File: config.mk
export PLATFORM = sky130hd
export DESIGN_NAME = pir_motion_qualifier
export DESIGN_NICKNAME = d
export VERILOG_FILES = /design/src/hw/rtl/pmq_pkg.sv /design/src/hw/rtl/pmq_debounce.sv /design/src/hw/rtl/pir_motion_qualifier.sv
export SDC_FILE = /design/constraint.sdc
export NUM_CORES = 1
export LEC_CHECK = 0
export ABC_CLOCK_PERIOD_IN_PS = 18800
export BUFFER_PORTS_ARGS = -buffer_cell sky130_fd_sc_hd__buf_2
export CAP_MARGIN = 20
export CORE_ASPECT_RATIO = 1.1
export CORE_MARGIN = 10
export CORE_UTILIZATION = 63
export CTS_CLUSTER_SIZE = 24
export DETAILED_ROUTE_END_ITERATION = 10
export GPL_TIMING_DRIVEN = 0
export PLACE_DENSITY_LB_ADDON = 0.1
export SKIP_LAST_GASP = 1
export SYNTH_ARGS = -nofsm -noshare
export SYNTH_HDL_FRONTEND = slang
export SYNTH_SLANG_ARGS = --single-unit
File: constraint.sdc
create_clock -name clk -period 18.8 [get_ports clk]
set_input_delay 1.88 -clock clk [delete_from_list [all_inputs] [get_ports clk]]
set_output_delay 1.88 -clock clk [all_outputs]
set_load 0.1 [all_outputs]
File: src/hw/rtl/pmq_pkg.sv
package pmq_pkg;

    localparam int unsigned TIME_W   = 32;
    localparam int unsigned PERIOD_W = 10;
    localparam int unsigned STABLE_W = 8;
    localparam int unsigned WIN_W    = 20;
    localparam int unsigned HIGH_W   = 16;
    localparam int unsigned CFG_IDX_W  = 3;
    localparam int unsigned CFG_DATA_W = 20;

    localparam logic [PERIOD_W-1:0] PERIOD_RST  = PERIOD_W'(10);
    localparam logic [STABLE_W-1:0] STABLE_RST  = STABLE_W'(3);
    localparam logic [WIN_W-1:0]    STARTUP_RST = WIN_W'(30000);
    localparam logic [HIGH_W-1:0]   HIGH_RST    = HIGH_W'(200);
    localparam logic [WIN_W-1:0]    LOCKOUT_RST = WIN_W'(2000);

    localparam logic ACT_TICK    = 1'b0;
    localparam logic ACT_CONSUME = 1'b1;

    typedef enum logic [CFG_IDX_W-1:0] {
        CFG_SAMPLE_PERIOD = 3'd0,
        CFG_STABLE_SAMPLES = 3'd1,
        CFG_STARTUP_IGNORE = 3'd2,
        CFG_VALID_HIGH = 3'd3,
        CFG_LOCKOUT = 3'd4
    } cfg_idx_t;

    typedef struct packed {
        logic stable;
        logic changed;
    } deb_status_t;

endpackage

File: src/hw/rtl/pmq_debounce.sv
module pmq_debounce
    import pmq_pkg::*;
(
    input  logic                clk,
    input  logic                rst_n,
    input  logic                sample_en,
    input  logic                raw,
    input  logic [STABLE_W-1:0] stable_samples,
    output deb_status_t         status
);

    logic                prev_raw_reg, prev_raw_next;
    logic                stable_reg, stable_next;
    logic [STABLE_W-1:0] count_reg, count_next;
    logic [STABLE_W:0]   count_inc;
    logic                changed;

    assign count_inc = {1'b0, count_reg} + (STABLE_W+1)'(1);

    always_comb
    begin
        prev_raw_next = prev_raw_reg;
        stable_next   = stable_reg;
        count_next    = count_reg;
        changed       = 1'b0;
        if (sample_en)
        begin
            if (raw != prev_raw_reg)
            begin
                prev_raw_next = raw;
                count_next    = '0;
            end
            else if (count_reg < stable_samples)
            begin
                count_next = count_inc[STABLE_W-1:0];
                if ((count_inc >= {1'b0, stable_samples}) && (stable_reg != raw))
                begin
                    stable_next = raw;
                    changed     = 1'b1;
                end
            end
        end
    end

    always_ff @(posedge clk or negedge rst_n)
    begin
        if (!rst_n)
        begin
            prev_raw_reg <= 1'b0;
            stable_reg   <= 1'b0;
            count_reg    <= STABLE_RST;
        end
        else
        begin
            prev_raw_reg <= prev_raw_next;
            stable_reg   <= stable_next;
            count_reg    <= count_next;
        end
    end

    assign status.stable  = stable_next;
    assign status.changed = changed;

endmodule

File: src/hw/rtl/pir_motion_qualifier.sv
// pir_motion_qualifier
// Input channel (in_valid/in_ready): one word per millisecond tick (action 0,
// pin_level sampled) or per consume request (action 1, pin_level ignored).
// Output channel (out_valid/out_ready): exactly one word per input word, in
// order: is_ready, filtered_level and, for a consume, the motion_event latch.
// Config channel (cfg_valid/cfg_ready/cfg_index/cfg_data): always ready, one
// register per write; unknown indexes are dropped. Write only while idle.
// Latency: the result word is valid the cycle after the input word is taken.
// Throughput: one word per cycle when not stalled; the tick logic is a short
// chain off the state registers (sample period subtract and compare, debounce
// count compare, then the age and lockout checks), and the result register
// lets a new word in while the previous result is being taken.
// Stall: while out_valid is high and out_ready low, the result word holds and
// in_ready drops; nothing is lost.
// Reset: now_reg starts at 1, other time registers clear, the pin is taken as
// low, the debounce count starts at STABLE_RST, config returns to its defaults.
module pir_motion_qualifier
    import pmq_pkg::*;
(
    input  logic                  clk,
    input  logic                  rst_n,
    input  logic                  in_valid,
    output logic                  in_ready,
    input  logic                  action,
    input  logic                  pin_level,
    output logic                  out_valid,
    input  logic                  out_ready,
    output logic                  is_ready,
    output logic                  filtered_level,
    output logic                  motion_event,
    input  logic                  cfg_valid,
    output logic                  cfg_ready,
    input  logic [CFG_IDX_W-1:0]  cfg_index,
    input  logic [CFG_DATA_W-1:0] cfg_data
);

    logic [PERIOD_W-1:0] period_reg;
    logic [STABLE_W-1:0] stable_samples_reg;
    logic [WIN_W-1:0]    startup_reg;
    logic [HIGH_W-1:0]   valid_high_reg;
    logic [WIN_W-1:0]    lockout_reg;

    // now_reg holds the time the next tick will see
    logic [TIME_W-1:0] now_reg, now_next;
    logic [TIME_W-1:0] last_sample_reg, last_sample_next;
    logic [TIME_W-1:0] rise_time_reg, rise_time_next;
    logic [TIME_W-1:0] lock_until_reg, lock_until_next;
    logic              ready_reg, ready_next;
    logic              armed_reg, armed_next;
    logic              latch_reg, latch_next;
    logic              pending_reg, pending_next;

    logic              out_valid_reg;
    logic              is_ready_reg, filtered_reg, event_reg;

    logic              accept;
    logic              tick;
    logic              sample_en;
    logic [TIME_W-1:0] since_sample;
    logic [TIME_W-1:0] since_rise;
    logic [TIME_W-1:0] since_lock;
    logic              pend_mid;
    logic              event_now;
    deb_status_t       deb;

    assign in_ready  = !out_valid_reg || out_ready;
    assign accept    = in_valid && in_ready;
    assign tick      = accept && (action == ACT_TICK);
    assign cfg_ready = 1'b1;

    assign since_sample = now_reg - last_sample_reg;
    assign since_lock   = now_reg - lock_until_reg;
    assign sample_en    = tick && (since_sample >= TIME_W'(period_reg));

    pmq_debounce u_debounce (
        .clk            (clk),
        .rst_n          (rst_n),
        .sample_en      (sample_en),
        .raw            (pin_level),
        .stable_samples (stable_samples_reg),
        .status         (deb)
    );

    // a rise recorded on this sample has zero age
    assign since_rise = (deb.changed && deb.stable) ? '0 : (now_reg - rise_time_reg);

    always_comb
    begin
        now_next         = now_reg;
        last_sample_next = last_sample_reg;
        rise_time_next   = rise_time_reg;
        lock_until_next  = lock_until_reg;
        ready_next       = ready_reg;
        armed_next       = armed_reg;
        latch_next       = latch_reg;
        pending_next     = pending_reg;
        pend_mid         = pending_reg;
        event_now        = 1'b0;

        if (accept && (action == ACT_CONSUME))
        begin
            event_now  = latch_reg;
            latch_next = 1'b0;
        end

        if (tick)
        begin
            now_next = now_reg + TIME_W'(1);
        end

        if (sample_en)
        begin
            last_sample_next = now_reg;
            if (!ready_reg)
            begin
                if (now_reg >= TIME_W'(startup_reg))
                begin
                    ready_next   = 1'b1;
                    latch_next   = 1'b0;
                    pending_next = 1'b0;
                    armed_next   = !deb.stable;
                end
            end
            else if (!armed_reg)
            begin
                if (!deb.stable)
                begin
                    armed_next = 1'b1;
                end
            end
            else
            begin
                if (deb.changed)
                begin
                    pend_mid = deb.stable;
                    if (deb.stable)
                    begin
                        rise_time_next = now_reg;
                    end
                end
                pending_next = pend_mid;
                if (!since_lock[TIME_W-1] && deb.stable && pend_mid
                    && (since_rise >= TIME_W'(valid_high_reg)))
                begin
                    latch_next      = 1'b1;
                    lock_until_next = now_reg + TIME_W'(lockout_reg);
                    pending_next    = 1'b0;
                end
            end
        end
    end

    always_ff @(posedge clk or negedge rst_n)
    begin
        if (!rst_n)
        begin
            now_reg         <= TIME_W'(1);
            last_sample_reg <= '0;
            rise_time_reg   <= '0;
            lock_until_reg  <= '0;
            ready_reg       <= 1'b0;
            armed_reg       <= 1'b0;
            latch_reg       <= 1'b0;
            pending_reg     <= 1'b0;
        end
        else
        begin
            now_reg         <= now_next;
            last_sample_reg <= last_sample_next;
            rise_time_reg   <= rise_time_next;
            lock_until_reg  <= lock_until_next;
            ready_reg       <= ready_next;
            armed_reg       <= armed_next;
            latch_reg       <= latch_next;
            pending_reg     <= pending_next;
        end
    end

    always_ff @(posedge clk or negedge rst_n)
    begin
        if (!rst_n)
        begin
            period_reg         <= PERIOD_RST;
            stable_samples_reg <= STABLE_RST;
            startup_reg        <= STARTUP_RST;
            valid_high_reg     <= HIGH_RST;
            lockout_reg        <= LOCKOUT_RST;
        end
        else if (cfg_valid && cfg_ready)
        begin
            unique case (cfg_index)
                CFG_SAMPLE_PERIOD:  period_reg         <= cfg_data[PERIOD_W-1:0];
                CFG_STABLE_SAMPLES: stable_samples_reg <= cfg_data[STABLE_W-1:0];
                CFG_STARTUP_IGNORE: startup_reg        <= cfg_data[WIN_W-1:0];
                CFG_VALID_HIGH:     valid_high_reg     <= cfg_data[HIGH_W-1:0];
                CFG_LOCKOUT:        lockout_reg        <= cfg_data[WIN_W-1:0];
                default:            ;
            endcase
        end
    end

    always_ff @(posedge clk or negedge rst_n)
    begin
        if (!rst_n)
        begin
            out_valid_reg <= 1'b0;
        end
        else if (in_ready)
        begin
            out_valid_reg <= accept;
        end
    end

    always_ff @(posedge clk)
    begin
        if (accept)
        begin
            is_ready_reg <= ready_next;
            filtered_reg <= ready_next && deb.stable;
            event_reg    <= event_now;
        end
    end

    assign out_valid      = out_valid_reg;
    assign is_ready       = is_ready_reg;
    assign filtered_level = filtered_reg;
    assign motion_event   = event_reg;

endmodule

==> key figures <==
Clock tree
  • H-tree depth: 1
  • Clock buffer depth: 3
  • CTS tree: yes
  • CTS resizes: 0
  • Cts bufs inserted: 26
  • Postcts setup bufs: 0
  • Worst-path clk slew: 0.06 ns
  • Clk root buf: clkbuf_16
  • Hold_buf cts: 0
  • TritonCTS Sinks: 220
  • Clk Latency, worst-skew pair: 0.54 ns

Synth
  • Avg Cell Area, Syn: 9.00 µm²
  • Area contributors post-synth: dfrtp_1, ha_1, inv_1
  • Synthesis-stage register bit count: 220
  • Cell type with the largest total area after synthesis: dfrtp_1
  • Sequential fraction of the synthesis area: 33.4%
  • Share of the synthesized area in the top cell type: 29.2%
  • Post-synth EDFFs: 3
  • Yosys Warn Count: 0
  • Distinct cells, synth: 86
  • Mapped Area: 16600 µm²
  • Cells after Synth: 1845
  • Asr flop ratio synth: 98.6%
  • Syn_nets: 2054
  • Post-synth top flop: dfrtp_1

Worst setup path
  • Req. time, crit path: 19.26 ns
  • Slowest cell delay on critical path: 0.81 ns
  • Crit path DAT: 10.03 ns
  • CP Launch Type: flop
  • CP Class: reg2reg
  • Worst setup path end: pending_reg$_DFFE_PN0P_
  • CP Launch Point: now_reg[0]$_DFFE_PN1P_
  • Critical path's slowest cell: o21ai_0
  • R2R depth: 31
  • CP Max Fanout: 10
  • Crit end category: flop
  • Worst r2r src: now_reg[0]$_DFFE_PN1P_
  • FF-to-FF setup slack: 9.23 ns
  • Reg-to-reg endpoint: pending_reg$_DFFE_PN0P_

Detailed routing
  • DRC violations left: 0
  • Via-to-Cell Ratio: 6.24
  • Drt pass-1 iters: 7
  • Routed len/inst: 20.0 µm
  • Antenna Violating Nets Remaining: 0
  • 1st-iter DRT viols: 1138
  • Vias post-DR: 14200
  • Detailed Route WL: 45.7 mm

GRT
  • Vias in the first global route: 14100
  • GRT Total Usage: 27.3%
  • Total grt overflow: 0
  • First-pass GRT wire length: 74.1 mm
  • Initial antenna violation count: 0
  • Largest net degree at the start of global routing: 113

Floorplanning
  • Initial cell density of the core: 63.7%
  • IO Count: 36
  • Core Box Area: 26100 µm²
  • Die Height: 190 µm
  • Die X: 175 µm
  • Area of the die: 33200 µm²
  • FP Rows: 62

STA
  • Final Max Tran Viols: 0
  • Final worst slack: 9.23 ns
  • Worst Skew: 0.0160 ns
  • Max-slew headroom: 31.3%
  • Final setup violation count: 0
  • Actual slew at the worst max-slew pin: 1.00 ns
  • Final Cycle Share: 50.9%
  • Hold Vio Cnt, Final: 0
  • Post-route minimum period: 9.57 ns
  • Fmax: 0.104 GHz
  • RSZ-0062 raised after global routing: no
  • Total negative setup slack: 0 ns

Finish
  • Share of layout cells above drive strength 1: 9.69%
  • Antenna cells: 0
  • Area used by multi-input combinational logic: 10000 µm²
  • Nets@finish: 2118
  • Fill count: 2157
  • Reg area: 5550 µm²
  • Area growth from synthesis to layout: 8.62%

Pwr
  • Highest ir drop seen on vdd: 0.0703 mV
  • PD cells: 99.6 nW/µm²
  • Leak: 8.79 nW

Run status
  • Status: completed

Worst hold path
  • Hold-critical path depth: 1
  • Hold Path Class: reg2reg

Place
  • Worst slack, placed: 9.32 ns
  • Final GP Congestion: 0.951
  • HPWL after detailed placement: 35.5 mm
  • Number of port buffers: 34

Job
  • Max Cap Viol: 0
-- worst min-delay path by stage --
stage	from	endpoint	slack, ns
after floorplan	lock_until_reg[15]$_DFFE_PN0P_	lock_until_reg[15]$_DFFE_PN0P_	0.46
after global placement	lock_until_reg[29]$_DFFE_PN0P_	lock_until_reg[29]$_DFFE_PN0P_	0.47
after detailed placement	lock_until_reg[28]$_DFFE_PN0P_	lock_until_reg[28]$_DFFE_PN0P_	0.48
after CTS	lock_until_reg[28]$_DFFE_PN0P_	lock_until_reg[28]$_DFFE_PN0P_	0.49
after global routing	lock_until_reg[26]$_DFFE_PN0P_	lock_until_reg[26]$_DFFE_PN0P_	0.50
final	lock_until_reg[18]$_DFFE_PN0P_	lock_until_reg[18]$_DFFE_PN0P_	0.48
-- critical path: cells and delay by family, from the launching register on --
| kind | cells | cell delay (ns) |
|---|---|---|
| flip-flops | 1 | 0.61 |
| AND/OR/NAND/NOR | 9 | 2.55 |
| adder cells (fa/ha/maj) | 4 | 1.13 |
| buffers and inverters | 3 | 0.78 |
| XOR/XNOR | 1 | 0.15 |
| AO/OA/AOI/OAI | 14 | 4.27 |
-- cell families after synthesis --
family,count (synthesis),synth area share [%]
flip-flops,220,33.4
multiplexers,112,7.37
adder cells (fa/ha/maj),179,13.6
buffers and inverters,260,6.18
AO/OA/AOI/OAI,500,19.7
XOR/XNOR,94,4.96
AND/OR/NAND/NOR,479,14.7
other,1,0.0226
-- routing by layer --
layer  GRT usage, %  vias to the layer above  share of wire (%)
met5              0                        -                  0
met4           12.1                        0                4.5
met3           3.29                      122                4.7
met2           45.7                      382                 47
met1           34.8                     6927                 44
li1               -                     6803                  -
-- power by group --
group / leakage (nW) / internal (mW) / switching [mW]
combinational: 5.70 / 0.329 / 0.433
sequential: 2.72 / 0.530 / 0.0413
clock: 0.371 / 0.258 / 0.205
total: 8.79 / 1.12 / 0.679
-- Yosys cell counts, types with 19 or more instances --
library cell,count
a211oi_1,21
a21o_1,53
a21oi_1,104
a31oi_1,24
clkbuf_1,49
dfrtp_1,194
dfstp_2,23
ha_1,176
inv_1,188
mux2_1,35
mux2_2,47
mux2i_1,30
nand2_1,126
nand2b_1,27
nand3_1,67
nand4_1,28
nor2_1,87
nor3_1,36
o211ai_1,23
o21a_1,19
o21ai_0,118
o21ai_1,19
xnor2_1,61
xor2_1,33
-- layout make-up --
| cell class | count | area share [%] |
|---|---|---|
| plain buffers | 72 | 1.78 |
| clock buffers | 39 | 3.88 |
| clock inverters | 9 | 0.347 |
| inverters | 188 | 3.91 |
| multi-input cells | 1365 | 55.7 |
| flip-flops and latches | 220 | 30.8 |
| well taps | 352 | 2.44 |
| repair buffers | 36 | 1.19 |
-- layout by cell type, fill, tap and decap left out, types with 28 or more instances in the layout --
master    Yosys  layout
a21o_1       53      53
a21oi_1     104     104
buf_2        15      48
clkbuf_1     49      62
dfrtp_1     194     194
ha_1        176     176
inv_1       188     188
mux2_1       35      35
mux2_2       47      47
mux2i_1      30      30
nand2_1     126     126
nand3_1      67      67
nand4_1      28      28
nor2_1       87      87
nor3_1       36      36
o21ai_0     118     118
xnor2_1      61      61
xor2_1       33      33
-- stage by stage --
stage	cell area (µm²)	utilization (%)	hold WS (ns)	power, mW	std cells
after global routing	18000	69.2	0.500	1.92	2281
final	18000	69.2	0.484	1.80	2281
after floorplan	16600	-	0.458	1.13	1845
after detailed placement	17300	66.2	0.475	1.32	2233
after global placement	17200	66.0	0.470	1.30	2231
after CTS	18000	69.2	0.488	1.79	2281
Power figures use the tool's default switching activity.
